`src/hw/rtl/pea_pkg.sv`:
```
`timescale 1ns / 1ps
// Shared types and constants for the pointer event aggregator.
// No dependencies; imported by pea_csr, pea_scale and the core.
package pea_pkg;

   // Event classes and codes
   localparam logic [15:0] EV_SYN     = 16'h0000;
   localparam logic [15:0] EV_KEY     = 16'h0001;
   localparam logic [15:0] EV_REL     = 16'h0002;
   localparam logic [15:0] EV_ABS     = 16'h0003;
   localparam logic [15:0] SYN_COMMIT = 16'h0000;
   localparam logic [15:0] KEY_LEFT   = 16'h0110;
   localparam logic [15:0] KEY_RIGHT  = 16'h0111;
   localparam logic [15:0] KEY_MIDDLE = 16'h0112;
   localparam logic [15:0] REL_X      = 16'h0000;
   localparam logic [15:0] REL_Y      = 16'h0001;
   localparam logic [15:0] REL_SCROLL = 16'h0008;
   localparam logic [15:0] ABS_X      = 16'h0000;
   localparam logic [15:0] ABS_Y      = 16'h0001;

   // Report flag bit positions
   localparam int FLAG_MOVE   = 0;
   localparam int FLAG_WHEEL  = 1;
   localparam int FLAG_BUTTON = 2;
   localparam int FLAG_ABS    = 3;

   // Field widths
   localparam int VALUE_W  = 32;
   localparam int LIMIT_W  = 16;
   localparam int QUO_W    = LIMIT_W;
   localparam int STEP_W   = $clog2(QUO_W);
   localparam int CSR_ADDR_W = 5;
   localparam int CSR_DATA_W = 32;

   // Register map, index = paddr[4:2]
   typedef enum logic [2:0] {
      REG_ABS_ENABLE    = 3'd0,
      REG_ABS_MIN_X     = 3'd1,
      REG_ABS_MAX_X     = 3'd2,
      REG_ABS_MIN_Y     = 3'd3,
      REG_ABS_MAX_Y     = 3'd4,
      REG_SCREEN_WIDTH  = 3'd5,
      REG_SCREEN_HEIGHT = 3'd6
   } csr_index_type;

   typedef struct packed {
      logic               abs_enable;
      logic [VALUE_W-1:0] abs_min_x;
      logic [VALUE_W-1:0] abs_max_x;
      logic [VALUE_W-1:0] abs_min_y;
      logic [VALUE_W-1:0] abs_max_y;
      logic [LIMIT_W-1:0] screen_width;
      logic [LIMIT_W-1:0] screen_height;
   } cfg_type;

   // Request into the shared scaling unit
   typedef struct packed {
      logic               start;
      logic [VALUE_W-1:0] raw;
      logic [VALUE_W-1:0] lo;
      logic [VALUE_W-1:0] hi;
      logic [LIMIT_W-1:0] limit;
   } scl_req_type;

   typedef struct packed {
      logic busy;
      logic done;
   } scl_status_type;

   typedef enum logic [1:0] {
      U_IDLE,
      U_MUL,
      U_DIV,
      U_DONE
   } scl_state_type;

   typedef enum logic [2:0] {
      ST_IDLE,
      ST_X_START,
      ST_X_WAIT,
      ST_Y_START,
      ST_Y_WAIT,
      ST_COMMIT
   } core_state_type;

endpackage

```
`src/hw/rtl/pea_csr.sv`:
```
`timescale 1ns / 1ps
// APB-style configuration register file for the pointer event aggregator.
// Depends on pea_pkg (register map and config struct).
module pea_csr (
   input  logic                            clock,
   input  logic                            reset,
   input  logic                            csr_psel,
   input  logic                            csr_penable,
   input  logic                            csr_pwrite,
   input  logic [pea_pkg::CSR_ADDR_W-1:0]  csr_paddr,
   input  logic [pea_pkg::CSR_DATA_W-1:0]  csr_pwdata,
   output logic [pea_pkg::CSR_DATA_W-1:0]  csr_prdata,
   output logic                            csr_pready,
   output pea_pkg::cfg_type                cfg
);
   import pea_pkg::*;

   cfg_type       cfg_ff, cfg_in;
   csr_index_type index;
   logic          wr_en;

   assign index      = csr_index_type'(csr_paddr[CSR_ADDR_W-1:2]);
   assign wr_en      = csr_psel && csr_penable && csr_pwrite;
   assign csr_pready = 1'b1;
   assign cfg        = cfg_ff;

   // Write decode
   always_comb begin
      cfg_in = cfg_ff;
      if (wr_en) begin
         unique case (index)
            REG_ABS_ENABLE:    cfg_in.abs_enable    = csr_pwdata[0];
            REG_ABS_MIN_X:     cfg_in.abs_min_x     = csr_pwdata;
            REG_ABS_MAX_X:     cfg_in.abs_max_x     = csr_pwdata;
            REG_ABS_MIN_Y:     cfg_in.abs_min_y     = csr_pwdata;
            REG_ABS_MAX_Y:     cfg_in.abs_max_y     = csr_pwdata;
            REG_SCREEN_WIDTH:  cfg_in.screen_width  = csr_pwdata[LIMIT_W-1:0];
            REG_SCREEN_HEIGHT: cfg_in.screen_height = csr_pwdata[LIMIT_W-1:0];
            default: ;
         endcase
      end
   end

   // Read mux
   always_comb begin
      unique case (index)
         REG_ABS_ENABLE:    csr_prdata = {{(CSR_DATA_W-1){1'b0}}, cfg_ff.abs_enable};
         REG_ABS_MIN_X:     csr_prdata = cfg_ff.abs_min_x;
         REG_ABS_MAX_X:     csr_prdata = cfg_ff.abs_max_x;
         REG_ABS_MIN_Y:     csr_prdata = cfg_ff.abs_min_y;
         REG_ABS_MAX_Y:     csr_prdata = cfg_ff.abs_max_y;
         REG_SCREEN_WIDTH:  csr_prdata = {{(CSR_DATA_W-LIMIT_W){1'b0}}, cfg_ff.screen_width};
         REG_SCREEN_HEIGHT: csr_prdata = {{(CSR_DATA_W-LIMIT_W){1'b0}}, cfg_ff.screen_height};
         default:           csr_prdata = '0;
      endcase
   end

   always_ff @(posedge clock) begin
      if (reset) begin
         cfg_ff.abs_enable    <= 1'b0;
         cfg_ff.abs_min_x     <= 32'd0;
         cfg_ff.abs_max_x     <= 32'd1023;
         cfg_ff.abs_min_y     <= 32'd0;
         cfg_ff.abs_max_y     <= 32'd767;
         cfg_ff.screen_width  <= 16'd1024;
         cfg_ff.screen_height <= 16'd768;
      end else begin
         cfg_ff <= cfg_in;
      end
   end

endmodule

```
`src/hw/rtl/pea_scale.sv`:
```
`timescale 1ns / 1ps
// Shared axis scaler: clamp, one 32x16 multiply, then a 16-step restoring
// divide giving pos*(limit-1)/range. Depends on pea_pkg.
module pea_scale (
   input  logic                          clock,
   input  logic                          reset,
   input  pea_pkg::scl_req_type          scl_req,
   output pea_pkg::scl_status_type       scl_status,
   output logic [pea_pkg::QUO_W-1:0]     scl_quotient
);
   import pea_pkg::*;

   scl_state_type      ustate_ff, ustate_in;
   logic [VALUE_W-1:0] pos_ff, pos_in;
   logic [VALUE_W-1:0] div_ff, div_in;
   logic [LIMIT_W-1:0] lim_ff, lim_in;
   logic [VALUE_W-1:0] rem_ff, rem_in;
   logic [QUO_W-1:0]   quo_ff, quo_in;
   logic [STEP_W-1:0]  cnt_ff, cnt_in;

   logic [VALUE_W:0]           range_s, pos_s;
   logic                       degenerate;
   logic [VALUE_W-1:0]         pos_clamp;
   logic [VALUE_W+LIMIT_W-1:0] product;
   logic [VALUE_W:0]           trial;
   logic [VALUE_W+1:0]         diff;
   logic                       ge;

   // Operand prep: 33-bit range and offset, degenerate test, clamp
   assign range_s = {scl_req.hi[VALUE_W-1], scl_req.hi} - {scl_req.lo[VALUE_W-1], scl_req.lo};
   assign pos_s   = {scl_req.raw[VALUE_W-1], scl_req.raw} - {scl_req.lo[VALUE_W-1], scl_req.lo};
   assign degenerate = (scl_req.limit <= LIMIT_W'(1)) || range_s[VALUE_W] ||
                       (range_s == '0);
   always_comb begin
      if (pos_s[VALUE_W])
         pos_clamp = '0;
      else if (pos_s[VALUE_W-1:0] > range_s[VALUE_W-1:0])
         pos_clamp = range_s[VALUE_W-1:0];
      else
         pos_clamp = pos_s[VALUE_W-1:0];
   end

   // Multiply and one divide step
   assign product = pos_ff * lim_ff;
   assign trial   = {rem_ff, quo_ff[QUO_W-1]};
   assign diff    = {1'b0, trial} - {2'b00, div_ff};
   assign ge      = !diff[VALUE_W+1];

   always_comb begin
      ustate_in = ustate_ff;
      pos_in    = pos_ff;
      div_in    = div_ff;
      lim_in    = lim_ff;
      rem_in    = rem_ff;
      quo_in    = quo_ff;
      cnt_in    = cnt_ff;
      unique case (ustate_ff)
         U_IDLE: begin
            if (scl_req.start) begin
               pos_in = pos_clamp;
               div_in = range_s[VALUE_W-1:0];
               lim_in = scl_req.limit - LIMIT_W'(1);
               if (degenerate) begin
                  quo_in    = '0;
                  ustate_in = U_DONE;
               end else begin
                  ustate_in = U_MUL;
               end
            end
         end
         U_MUL: begin
            // quotient < 2^16, so the upper product bits start below the divisor
            rem_in    = product[VALUE_W+LIMIT_W-1:QUO_W];
            quo_in    = product[QUO_W-1:0];
            cnt_in    = '0;
            ustate_in = U_DIV;
         end
         U_DIV: begin
            rem_in = ge ? diff[VALUE_W-1:0] : trial[VALUE_W-1:0];
            quo_in = {quo_ff[QUO_W-2:0], ge};
            cnt_in = cnt_ff + STEP_W'(1);
            if (cnt_ff == STEP_W'(QUO_W-1))
               ustate_in = U_DONE;
         end
         U_DONE: begin
            ustate_in = U_IDLE;
         end
         default: ustate_in = U_IDLE;
      endcase
   end

   always_ff @(posedge clock) begin
      if (reset) begin
         ustate_ff <= U_IDLE;
         cnt_ff    <= '0;
      end else begin
         ustate_ff <= ustate_in;
         cnt_ff    <= cnt_in;
      end
   end

   always_ff @(posedge clock) begin
      pos_ff <= pos_in;
      div_ff <= div_in;
      lim_ff <= lim_in;
      rem_ff <= rem_in;
      quo_ff <= quo_in;
   end

   assign scl_status.busy = (ustate_ff != U_IDLE);
   assign scl_status.done = (ustate_ff == U_DONE);
   assign scl_quotient    = quo_ff;

   // Partial remainder always stays below the divisor
   a_rem_below_div: assert property (@(posedge clock) disable iff (reset)
      (ustate_ff == U_DIV) |-> (rem_ff < div_ff))
      else $error("scaler remainder not below divisor");

   // Scaled result never exceeds limit-1
   a_quo_in_range: assert property (@(posedge clock) disable iff (reset)
      scl_status.done |-> (quo_ff <= lim_ff))
      else $error("scaler result above limit");

endmodule

```
`src/hw/rtl/pointer_event_aggregator_core.sv`:
```
`timescale 1ns / 1ps
// Pointer event aggregator top level: event decode, accumulators, commit
// sequencer and result register. Uses pea_pkg, pea_csr and pea_scale.
//
// Usage:
//  - req channel takes one event word (type, code, value) per handshake;
//    accepted when req_valid is high and req_stall is low.
//  - rsp channel presents one report word per emitted sync report;
//    taken when rsp_valid is high and rsp_stall is low.
//  - csr_* is an APB-style port, registers at byte address 4*index.
// Sequencing:
//  - Key, relative and absolute events are taken without raising req_stall.
//  - A sync report passes a start and a wait state for each absolute axis
//    that is scaled, then commit; a degenerate axis skips mult and divide. Each axis
//    runs through the one shared scaler: clamp, 32x16 mult, 16-step divide.
//  - req_stall is high while a sync report is being committed.
// Stall: a finished report waits in the output register; further events
//  are still taken, and only the next report commit waits for the slot.
// Reset: accumulators, flags and buttons clear, pixel position returns to
//  the screen center, and registers take their default values.
module pointer_event_aggregator_core #(
   parameter int PIXEL_BITS = 16
) (
   input  logic                           clock,
   input  logic                           reset,
   // event input
   input  logic                           req_valid,
   output logic                           req_stall,
   input  logic [15:0]                    req_event_type,
   input  logic [15:0]                    req_event_code,
   input  logic signed [31:0]             req_event_value,
   // report output
   output logic                           rsp_valid,
   input  logic                           rsp_stall,
   output logic [3:0]                     rsp_report_flags,
   output logic [2:0]                     rsp_buttons,
   output logic signed [31:0]             rsp_delta_x,
   output logic signed [31:0]             rsp_delta_y,
   output logic signed [31:0]             rsp_wheel_delta,
   output logic [15:0]                    rsp_pos_x,
   output logic [15:0]                    rsp_pos_y,
   // configuration
   input  logic                           csr_psel,
   input  logic                           csr_penable,
   input  logic                           csr_pwrite,
   input  logic [pea_pkg::CSR_ADDR_W-1:0] csr_paddr,
   input  logic [pea_pkg::CSR_DATA_W-1:0] csr_pwdata,
   output logic [pea_pkg::CSR_DATA_W-1:0] csr_prdata,
   output logic                           csr_pready
);
   import pea_pkg::*;

   localparam logic [PIXEL_BITS-1:0] PIXEL_X_RESET = PIXEL_BITS'(512);
   localparam logic [PIXEL_BITS-1:0] PIXEL_Y_RESET = PIXEL_BITS'(384);

   cfg_type        cfg;
   scl_req_type    scl_req;
   scl_status_type scl_status;
   logic [QUO_W-1:0] scl_quotient;

   core_state_type      state_ff, state_in;
   logic [2:0]          button_bits_ff, button_bits_in;
   logic                button_dirty_ff, button_dirty_in;
   logic [31:0]         sum_dx_ff, sum_dx_in;
   logic [31:0]         sum_dy_ff, sum_dy_in;
   logic [31:0]         sum_wheel_ff, sum_wheel_in;
   logic [31:0]         raw_abs_x_ff, raw_abs_x_in;
   logic [31:0]         raw_abs_y_ff, raw_abs_y_in;
   logic                got_abs_x_ff, got_abs_x_in;
   logic                got_abs_y_ff, got_abs_y_in;
   logic [PIXEL_BITS-1:0] pixel_x_ff, pixel_x_in;
   logic [PIXEL_BITS-1:0] pixel_y_ff, pixel_y_in;

   logic                rsp_valid_ff, rsp_valid_in;
   logic [3:0]          out_flags_ff, out_flags_in;
   logic [2:0]          out_buttons_ff, out_buttons_in;
   logic [31:0]         out_dx_ff, out_dx_in;
   logic [31:0]         out_dy_ff, out_dy_in;
   logic [31:0]         out_wheel_ff, out_wheel_in;
   logic [15:0]         out_pos_x_ff, out_pos_x_in;
   logic [15:0]         out_pos_y_ff, out_pos_y_in;

   logic       accept;
   logic       abs_pending;
   logic       slot_free;
   logic [3:0] flags;
   logic [2:0] key_mask;
   logic       axis_y;

   function automatic logic [31:0] sat_add32(input logic [31:0] a, input logic [31:0] b);
      logic [32:0] s;
      s = {a[31], a} + {b[31], b};
      if (s[32] != s[31])
         return s[32] ? 32'h8000_0000 : 32'h7fff_ffff;
      return s[31:0];
   endfunction

   pea_csr u_csr (
      .clock       (clock),
      .reset       (reset),
      .csr_psel    (csr_psel),
      .csr_penable (csr_penable),
      .csr_pwrite  (csr_pwrite),
      .csr_paddr   (csr_paddr),
      .csr_pwdata  (csr_pwdata),
      .csr_prdata  (csr_prdata),
      .csr_pready  (csr_pready),
      .cfg         (cfg)
   );

   pea_scale u_scale (
      .clock        (clock),
      .reset        (reset),
      .scl_req      (scl_req),
      .scl_status   (scl_status),
      .scl_quotient (scl_quotient)
   );

   assign req_stall = (state_ff != ST_IDLE);
   assign accept    = req_valid && !req_stall;
   assign slot_free = !rsp_valid_ff || !rsp_stall;
   assign abs_pending = cfg.abs_enable && (got_abs_x_ff || got_abs_y_ff);

   // Report flags from pending state
   always_comb begin
      flags = '0;
      flags[FLAG_MOVE]   = (sum_dx_ff != '0) || (sum_dy_ff != '0) || abs_pending;
      flags[FLAG_WHEEL]  = (sum_wheel_ff != '0);
      flags[FLAG_BUTTON] = button_dirty_ff;
      flags[FLAG_ABS]    = abs_pending;
   end

   // Button code to bit
   always_comb begin
      case (req_event_code)
         KEY_LEFT:   key_mask = 3'b001;
         KEY_RIGHT:  key_mask = 3'b010;
         KEY_MIDDLE: key_mask = 3'b100;
         default:    key_mask = 3'b000;
      endcase
   end

   // Scaler operand select
   assign axis_y        = (state_ff == ST_Y_START);
   assign scl_req.start = (state_ff == ST_X_START) || (state_ff == ST_Y_START);
   assign scl_req.raw   = axis_y ? raw_abs_y_ff : raw_abs_x_ff;
   assign scl_req.lo    = axis_y ? cfg.abs_min_y : cfg.abs_min_x;
   assign scl_req.hi    = axis_y ? cfg.abs_max_y : cfg.abs_max_x;
   assign scl_req.limit = axis_y ? cfg.screen_height : cfg.screen_width;

   // Event decode, commit sequencer, result register
   always_comb begin
      state_in        = state_ff;
      button_bits_in  = button_bits_ff;
      button_dirty_in = button_dirty_ff;
      sum_dx_in       = sum_dx_ff;
      sum_dy_in       = sum_dy_ff;
      sum_wheel_in    = sum_wheel_ff;
      raw_abs_x_in    = raw_abs_x_ff;
      raw_abs_y_in    = raw_abs_y_ff;
      got_abs_x_in    = got_abs_x_ff;
      got_abs_y_in    = got_abs_y_ff;
      pixel_x_in      = pixel_x_ff;
      pixel_y_in      = pixel_y_ff;
      rsp_valid_in    = rsp_valid_ff && rsp_stall;
      out_flags_in    = out_flags_ff;
      out_buttons_in  = out_buttons_ff;
      out_dx_in       = out_dx_ff;
      out_dy_in       = out_dy_ff;
      out_wheel_in    = out_wheel_ff;
      out_pos_x_in    = out_pos_x_ff;
      out_pos_y_in    = out_pos_y_ff;

      unique case (state_ff)
         ST_IDLE: begin
            if (accept) begin
               case (req_event_type)
                  EV_SYN: begin
                     if (req_event_code == SYN_COMMIT) begin
                        if (abs_pending)
                           state_in = got_abs_x_ff ? ST_X_START : ST_Y_START;
                        else
                           state_in = ST_COMMIT;
                     end
                  end
                  EV_KEY: begin
                     if (key_mask != '0) begin
                        button_bits_in  = (req_event_value != '0) ?
                                          (button_bits_ff | key_mask) :
                                          (button_bits_ff & ~key_mask);
                        button_dirty_in = 1'b1;
                     end
                  end
                  EV_REL: begin
                     if (req_event_code == REL_X)
                        sum_dx_in = sat_add32(sum_dx_ff, req_event_value);
                     if (req_event_code == REL_Y)
                        sum_dy_in = sat_add32(sum_dy_ff, req_event_value);
                     if (req_event_code == REL_SCROLL)
                        sum_wheel_in = sat_add32(sum_wheel_ff, req_event_value);
                  end
                  EV_ABS: begin
                     if (req_event_code == ABS_X) begin
                        raw_abs_x_in = req_event_value;
                        got_abs_x_in = 1'b1;
                     end
                     if (req_event_code == ABS_Y) begin
                        raw_abs_y_in = req_event_value;
                        got_abs_y_in = 1'b1;
                     end
                  end
                  default: ;
               endcase
            end
         end
         ST_X_START: state_in = ST_X_WAIT;
         ST_X_WAIT: begin
            if (scl_status.done) begin
               pixel_x_in = PIXEL_BITS'(scl_quotient);
               state_in   = got_abs_y_ff ? ST_Y_START : ST_COMMIT;
            end
         end
         ST_Y_START: state_in = ST_Y_WAIT;
         ST_Y_WAIT: begin
            if (scl_status.done) begin
               pixel_y_in = PIXEL_BITS'(scl_quotient);
               state_in   = ST_COMMIT;
            end
         end
         ST_COMMIT: begin
            // empty reports commit at once; others wait for the output slot
            if ((flags == '0) || slot_free) begin
               if (flags != '0) begin
                  rsp_valid_in   = 1'b1;
                  out_flags_in   = flags;
                  out_buttons_in = button_bits_ff;
                  out_dx_in      = sum_dx_ff;
                  out_dy_in      = sum_dy_ff;
                  out_wheel_in   = sum_wheel_ff;
                  out_pos_x_in   = 16'(pixel_x_ff);
                  out_pos_y_in   = 16'(pixel_y_ff);
               end
               sum_dx_in       = '0;
               sum_dy_in       = '0;
               sum_wheel_in    = '0;
               button_dirty_in = 1'b0;
               got_abs_x_in    = 1'b0;
               got_abs_y_in    = 1'b0;
               state_in        = ST_IDLE;
            end
         end
         default: state_in = ST_IDLE;
      endcase
   end

   // Control and architectural state
   always_ff @(posedge clock) begin
      if (reset) begin
         state_ff        <= ST_IDLE;
         button_bits_ff  <= '0;
         button_dirty_ff <= 1'b0;
         sum_dx_ff       <= '0;
         sum_dy_ff       <= '0;
         sum_wheel_ff    <= '0;
         raw_abs_x_ff    <= '0;
         raw_abs_y_ff    <= '0;
         got_abs_x_ff    <= 1'b0;
         got_abs_y_ff    <= 1'b0;
         pixel_x_ff      <= PIXEL_X_RESET;
         pixel_y_ff      <= PIXEL_Y_RESET;
         rsp_valid_ff    <= 1'b0;
      end else begin
         state_ff        <= state_in;
         button_bits_ff  <= button_bits_in;
         button_dirty_ff <= button_dirty_in;
         sum_dx_ff       <= sum_dx_in;
         sum_dy_ff       <= sum_dy_in;
         sum_wheel_ff    <= sum_wheel_in;
         raw_abs_x_ff    <= raw_abs_x_in;
         raw_abs_y_ff    <= raw_abs_y_in;
         got_abs_x_ff    <= got_abs_x_in;
         got_abs_y_ff    <= got_abs_y_in;
         pixel_x_ff      <= pixel_x_in;
         pixel_y_ff      <= pixel_y_in;
         rsp_valid_ff    <= rsp_valid_in;
      end
   end

   // Output payload register
   always_ff @(posedge clock) begin
      out_flags_ff   <= out_flags_in;
      out_buttons_ff <= out_buttons_in;
      out_dx_ff      <= out_dx_in;
      out_dy_ff      <= out_dy_in;
      out_wheel_ff   <= out_wheel_in;
      out_pos_x_ff   <= out_pos_x_in;
      out_pos_y_ff   <= out_pos_y_in;
   end

   assign rsp_valid        = rsp_valid_ff;
   assign rsp_report_flags = out_flags_ff;
   assign rsp_buttons      = out_buttons_ff;
   assign rsp_delta_x      = out_dx_ff;
   assign rsp_delta_y      = out_dy_ff;
   assign rsp_wheel_delta  = out_wheel_ff;
   assign rsp_pos_x        = out_pos_x_ff;
   assign rsp_pos_y        = out_pos_y_ff;

   // Scaler is only started when it is free
   a_start_when_free: assert property (@(posedge clock) disable iff (reset)
      scl_req.start |-> !scl_status.busy)
      else $error("scaler started while busy");

   // Scaler completes only while the sequencer waits for it
   a_done_in_wait: assert property (@(posedge clock) disable iff (reset)
      scl_status.done |-> ((state_ff == ST_X_WAIT) || (state_ff == ST_Y_WAIT)))
      else $error("scaler done outside a wait state");

   // A report blocked by a full output slot holds in commit
   a_commit_holds: assert property (@(posedge clock) disable iff (reset)
      ((state_ff == ST_COMMIT) && (flags != '0) && rsp_valid_ff && rsp_stall)
      |=> ((state_ff == ST_COMMIT) && rsp_valid_ff))
      else $error("report commit lost while output stalled");

   // Commit clears all pending deltas and flags
   a_commit_clears: assert property (@(posedge clock) disable iff (reset)
      ((state_ff == ST_COMMIT) && (state_in == ST_IDLE))
      |=> ((sum_dx_ff == '0) && (sum_dy_ff == '0) && (sum_wheel_ff == '0) &&
           !button_dirty_ff && !got_abs_x_ff && !got_abs_y_ff))
      else $error("pending state not cleared at commit");

endmodule

```
`config.mk`:
```
export PLATFORM = sky130hd
export DESIGN_NAME = pointer_event_aggregator_core
export DESIGN_NICKNAME = d
export VERILOG_FILES = /design/src/hw/rtl/pea_pkg.sv /design/src/hw/rtl/pea_csr.sv /design/src/hw/rtl/pea_scale.sv /design/src/hw/rtl/pointer_event_aggregator_core.sv
export SDC_FILE = /design/constraint.sdc
export NUM_CORES = 2
export LEC_CHECK = 0
export ABC_AREA = 1
export BUFFER_PORTS_ARGS = -buffer_cell sky130_fd_sc_hd__buf_2
export CAP_MARGIN = 20
export CORE_ASPECT_RATIO = 0.7
export CORE_MARGIN = 2
export CORE_UTILIZATION = 40
export CTS_BUF_LIST = sky130_fd_sc_hd__clkbuf_16
export DETAILED_ROUTE_END_ITERATION = 16
export GPL_TIMING_DRIVEN = 0
export PLACE_DENSITY_LB_ADDON = 0.1
export SETUP_SLACK_MARGIN = 0.2
export SYNTH_ARGS = -nofsm -noshare
export SYNTH_HDL_FRONTEND = slang
export SYNTH_SLANG_ARGS = --single-unit
```
`constraint.sdc`:
```
create_clock -name clock -period 8.57 [get_ports clock]
set_clock_uncertainty 0.1 [all_clocks]
set_input_delay 0.857 -clock clock [delete_from_list [all_inputs] [get_ports clock]]
set_output_delay 0.857 -clock clock [all_outputs]
set_load 0.05 [all_outputs]
```
# ---- Yosys cells after proc, flatten, opt, wreduce, memory -nomap -nowiden
# Cells that the tools add are included.
dict set report classes {
  reduce_logical 57
  eq_ne 41
  n_mux 81
  mul 1
  bitwise_logic 3
  n_lt_le_gt_ge 2
  addsub 8
}
# operator n
set ops {}
lappend ops {{$mux 32} 24}
lappend ops {{$pmux 32 s2} 4}
lappend ops {{$pmux 32 s7} 1}
lappend ops {{$reduce_bool 32->1} 4}
lappend ops {{$add 32x32->33} 3}
lappend ops {{$sub 32x32->33} 2}
lappend ops {{$eq 16x9->1 const B} 3}
lappend ops {{$mul 32x16->48} 1}
lappend ops {{$mux 16} 3}
lappend ops {{$pmux 16 s3} 1}
lappend ops {{$sub 33x32->34} 1}
lappend ops {{$logic_not 33->1} 1}
lappend ops {{$eq 16x1->1 const B} 2}
lappend ops {{$eq 16x2->1 const B} 2}
lappend ops {{$gt 32x32->1} 1}
lappend ops {{$logic_not 16->1} 2}
lappend ops {{$reduce_and 5->1} 6}
lappend ops {{$mux 1} 28}
lappend ops {{$mux 3} 9}
lappend ops {{$reduce_and 2->1} 11}
lappend ops {{$ne 2x2->1 const B} 9}
lappend ops {{$pmux 3 s6} 1}
lappend ops {{$eq 16x4->1 const B} 1}
lappend ops {{$le 16x1->1 const B} 1}
lappend ops {{30 further kinds} 72}
dict set report word_totals {
  ff_bits 632
  inputBits 108
  word_cells 227
  out_inout_bits 170
}

# ---- Logic depth before layout (Yosys ltp)
dict set report depth {
  ltp_word 12
  ltp_mapped 39
  depth_no_buf 35
}

# ---- Cells and area by module
# From an unflattened synthesis, not the netlist that was laid out.
dict set report unflattened {
  cells_unflattened 8206
  hier_area_um2 58439.8
}
# mod seq_area_each_um2 cells_per_inst area_each_um2 n_inst
set modules_own_cells {}
lappend modules_own_cells {pea_scale 3963.8 4122 30001.3 1}
lappend modules_own_cells {pointer_event_aggregator_core 8097.8 2820 20659.8 1}
lappend modules_own_cells {pea_csr 3223.1 1264 7778.7 1}

# ---- Worst setup path after synthesis
# No wires, ideal clock.
dict set report synth_path {
  kind {reg-to-reg}
  from {register state_ff[1]}
  to {register u_scale.div_ff[0], enable pin}
  period_less_slack_ns 7.786
  t_arrival_ns 7.046
  path_buffers 4
  setup_slack_ns 0.784
  stages_incl_launch_ff 9
  setup_ns 0.640
  required_ns 7.830
  path_cell_list {dfxtp_1 > inv_2 > nor2_2 > nand2_1 > buf_6 > buf_4 > clkbuf_1 > buf_2 > a21boi_0}
}
dict set report synth_between {
  elab_chain_cells 3
  elab_cells_between_ends 4
  classes_between {eq/ne (2); reduce/logical (2)}
}
# element line_no
set synth_lines {}
lappend synth_lines {{start: declaration} pointer_event_aggregator_core.sv:61} ;# core_state_type state_ff, state_in;
lappend synth_lines {{start signal: assignment} pointer_event_aggregator_core.sv:273} ;# state_ff <= state_in;
lappend synth_lines {{$eq 3x1->1 or $eq 3x2->1 (tied branches)} pointer_event_aggregator_core.sv:145} ;# assign scl_req.start = (state_ff == ST_X_START) || (state_ff == ST_Y_START);
lappend synth_lines {{$logic_or 1x1->1 *} pointer_event_aggregator_core.sv:145}
lappend synth_lines {{$reduce_and 2->1 (no line) *} n/a}
lappend synth_lines {{end signal: assignment} pea_scale.sv:104} ;# div_ff <= div_in;
lappend synth_lines {{end: declaration} pea_scale.sv:15} ;# logic [VALUE_W-1:0] div_ff, div_in;
# Mark *: on every way between the ends. The rest lies on a longest branch, timed or not.
# A chain may end at the register's enable or synchronous reset.

# ---- Worst setup path after layout
dict set report layout_path {
  from {register u_scale.pos_ff[16]}
  to {register u_scale.rem_ff[29], data pin}
}
dict set report layout_between {
  elab_chain_cells 2
}
# element line_no
set layout_lines {}
lappend layout_lines {{start: declaration} pea_scale.sv:14} ;# logic [VALUE_W-1:0] pos_ff, pos_in;
lappend layout_lines {{start signal: assignment} pea_scale.sv:103} ;# pos_ff <= pos_in;
lappend layout_lines {{$mul 32x16->48} pea_scale.sv:44} ;# assign product = pos_ff * lim_ff;
lappend layout_lines {{$pmux 32 s2} pea_scale.sv:57} ;# unique case (ustate_ff)
lappend layout_lines {{named net u_scale.rem_in[29]} pea_scale.sv:17} ;# logic [VALUE_W-1:0] rem_ff, rem_in;
lappend layout_lines {{end signal: assignment} pea_scale.sv:106} ;# rem_ff <= rem_in;
lappend layout_lines {{end: declaration} pea_scale.sv:17}
# The timed path passes the listed nets, and every way through them passes these cells.

==> key figures <==
Run status
  • Status: finished clean

Critical path
  • Critical Path Start Type: flip-flop
  • CP arrival: 8.33 ns
  • CP Class: reg2reg
  • Worst Path Required: 8.88 ns
  • Critical Path Sink Type: flip-flop
  • R2r setup slk: 0.55 ns
  • CP max FO: 10

Placed design
  • Port bufs: 274
  • Pre-CTS WS: 0.772 ns
  • Gpl congestion: 0.969
  • Final HPWL DP: 175,000 µm

Timing
  • Worst slew pin tran: 1.22 ns
  • Final setup viols: 0
  • Max-Slew Margin vs Limit: 18.7%
  • Final Slew Violations: 0
  • Minimum clock period after layout: 8.02 ns
  • Fin. Hold Viols: 0
  • Period utilization: 93.5%
  • Final Worst Setup Slack: 0.553 ns
  • RSZ-0062 raised after global routing: no
  • Fmax: 0.125 GHz

Synthesis
  • Post-synth EDFFs: 263
  • Asr flop ratio synth: 0%
  • Synth Net Count: 8,202
  • Syn. warnings: 0
  • Yosys cell types: 67
  • Post-Synthesis Cells: 7,318
  • Largest cells by area after synthesis: fa_1 15%, edfxtp_1 14%, dfxtp_1 13%
  • Leading area contributor after synthesis: fa_1
  • Yosys top cell area share: 15.3%
  • Seq/Total Area, Yosys: 27.6%
  • Seq cells post-synth: 632
  • Ys flop type: dfxtp_1
  • Syn Area/Cell: 7.56 µm²
  • Synth Cell Area: 55,400 µm²

Cells and area
  • Largest register FFs: 161
  • Area grow syn2layout: 11.6%
  • Layout cells sized above 1: 7.76%
  • Number of fill cells: 14,300
  • Final #Nets: 8,569
  • N_diodes: 0

Clock network
  • CTS Sinks: 632
  • Worst-path clk slew: 0.06 ns
  • Post-CTS setup repair buffer count: 0
  • H-tree Lvls: 3
  • CTS Buffer Depth: 3
  • Worst-skew pair later-pin latency: 0.68 ns
  • CTS root buf: clkbuf_16
  • CTS tree: built
  • Cts repair resizes: 0
  • Cts hold-fix bufs: 0
  • CTS buffer count: 75

GRT
  • M3 GR Usage: 4.80%
  • Largest net degree at the start of global routing: 39
  • Met2 usage: 43.1%
  • Antenna violations before repair: 7
  • Most used routing layer: met1
  • Vias in the first global route: 48,600
  • Total global-route track usage: 29.8%
  • GRT met1 Usage: 45.7%
  • GRT Residual Overflow: 0
  • First-pass GRT wire length: 316,000 µm

Detailed routing
  • Vias: 51,100
  • Vias/cell: 5.32
  • DR pass1 iterations: 6
  • Final WL: 214,000 µm
  • WL/cell: 22.3 µm
  • Initial DRC count: 5,081
  • DRC: 0
  • Antenna viol nets, final: 0

Die
  • Chip height: 315 µm
  • Core Rows: 114
  • Die area: 141,000 µm²
  • Core area: 138,000 µm²
  • Initial core utilization: 40.2%
  • Ports: 278
  • Die width: 449 µm

Run
  • MaxCap Viol Count: 0

Hold path
  • Worst Hold Class: reg2reg

Power
  • Total Power: 8.86 mW
  • Pwr Density: 143 nW/µm²
  • Pleak: 29.5 nW
  • Max IR drop VDD: 0.145 mV
## where the power goes
group          internal (mW)  leakage, nW  switching, mW  total [mW]
sequential              3.34         5.21          0.126        3.46
combinational          0.655         23.0           1.52        2.18
clock                   1.81         1.24           1.40        3.22
total                   5.81         29.5           3.05        8.86
## cells in the final DEF (no fill, tap or decap), types with 89 or more instances in the layout
cell	netlist	layout
inv_1	1206	1225
nor2_1	670	669
edfxtp_1	263	263
a21oi_1	549	549
clkbuf_1	233	233
xor2_1	89	89
nand2_1	1694	1694
nand3_1	271	271
dfxtp_1	369	369
fa_1	424	424
buf_2	42	316
ha_1	352	351
o21ai_0	418	418
## cells in the mapped netlist, types with 7 or more instances
library cell  number
buf_4             10
buf_2             42
o211ai_1          20
or2_2             17
ha_1             352
mux2i_1           31
o21ai_0          418
a211oi_1          41
o2111ai_1         28
nand4_1           42
inv_2             18
a211oi_2          28
nand2_1         1694
o21a_1            12
nand3_1          271
o21ai_2           11
nand3b_1          21
nor2_1           670
inv_1           1206
xnor2_1           83
edfxtp_1         263
a21o_1            27
a22oi_1           18
fa_1             424
o21bai_1          35
a21boi_0          15
mux2_2            32
a31oi_1           20
dfxtp_1          369
xor2_1            89
a221oi_1          14
clkbuf_1         233
o21ai_1           21
buf_6              7
nor4_1            40
a21oi_1          549
nor2_2             7
nor3_1            65
## path summary, 6_finish.rpt
path,startpoint,end,cells past startpoint
min reg2reg,pixel_y_ff[8],rsp_pos_y[8],0
max,u_scale.pos_ff[16],u_scale.rem_ff[29],24
min,pixel_y_ff[8],rsp_pos_y[8],0
max reg2reg,u_scale.pos_ff[16],u_scale.rem_ff[29],24
## critical path, stage by stage (launching register included)
cell and delay, ns:
edfxtp_1 0.44, clkbuf_1 0.62, clkbuf_1 0.68, nand2_1 0.18, fa_1 0.57, inv_1 0.06, fa_1 0.52, fa_1 0.59
fa_1 0.43, fa_1 0.52, inv_1 0.06, fa_1 0.52, inv_1 0.05, ha_1 0.36, nand2_1 0.11, nor2_1 0.16
inv_1 0.13, nor4_1 0.59, o21ai_0 0.19, nand3_1 0.32, nand3_1 0.12, nand2_1 0.13, a21oi_1 0.07, o21ai_0 0.14
nand2_1 0.08
## stage by stage
stage / utilization, % / cells / setup TNS [ns] / hold slack (ns) / cell area [µm²]
6_report: 44.9 / 9604 / 0 / 0.333 / 61800
5_1_grt: 44.9 / 9604 / 0 / 0.341 / 61800
4_1_cts: 44.9 / 9604 / 0 / 0.326 / 61800
3_5_place_dp: 43.1 / 9464 / 0 / 0.315 / 59300
3_3_place_gp: 42.9 / 9448 / -584.02 / 0.316 / 59100
2_1_floorplan: - / 7318 / 0 / 0.303 / 55400
## routing by layer
metal / routed length (µm) / part of all wire (%) / vias to the layer above
met1: 104000 / 48 / 24700
met5: 0 / 0 / -
met2: 87300 / 41 / 1991
met4: 5900 / 2.7 / 0
met3: 17600 / 8.2 / 248
li1: - / - / 24200
## final cells by class
cell class / count / area, µm² / area share [%]
plain buffers: 297 / 1270 / 2.06
multi-input cells: 5164 / 34200 / 55.4
inverters: 1225 / 4600 / 7.45
clock buffers: 76 / 1900 / 3.08
clock inverters: 64 / 537 / 0.869
flip-flops and latches: 632 / 15300 / 24.7
well taps: 1856 / 2320 / 3.76
repair buffers: 290 / 1620 / 2.62
## logic make-up after synthesis
group | Yosys count | share of synthesized area (%)
xor+xnor | 173 | 2.75
other cells | 1 | 0.00677
compound gates | 1288 | 13.4
fa+ha+maj | 776 | 23.3
buf+inv | 1522 | 10.6
simple gates | 2863 | 21.1
flops | 632 | 27.6
mux | 63 | 1.21
Note: power is estimated with default switching activity, not from simulation.
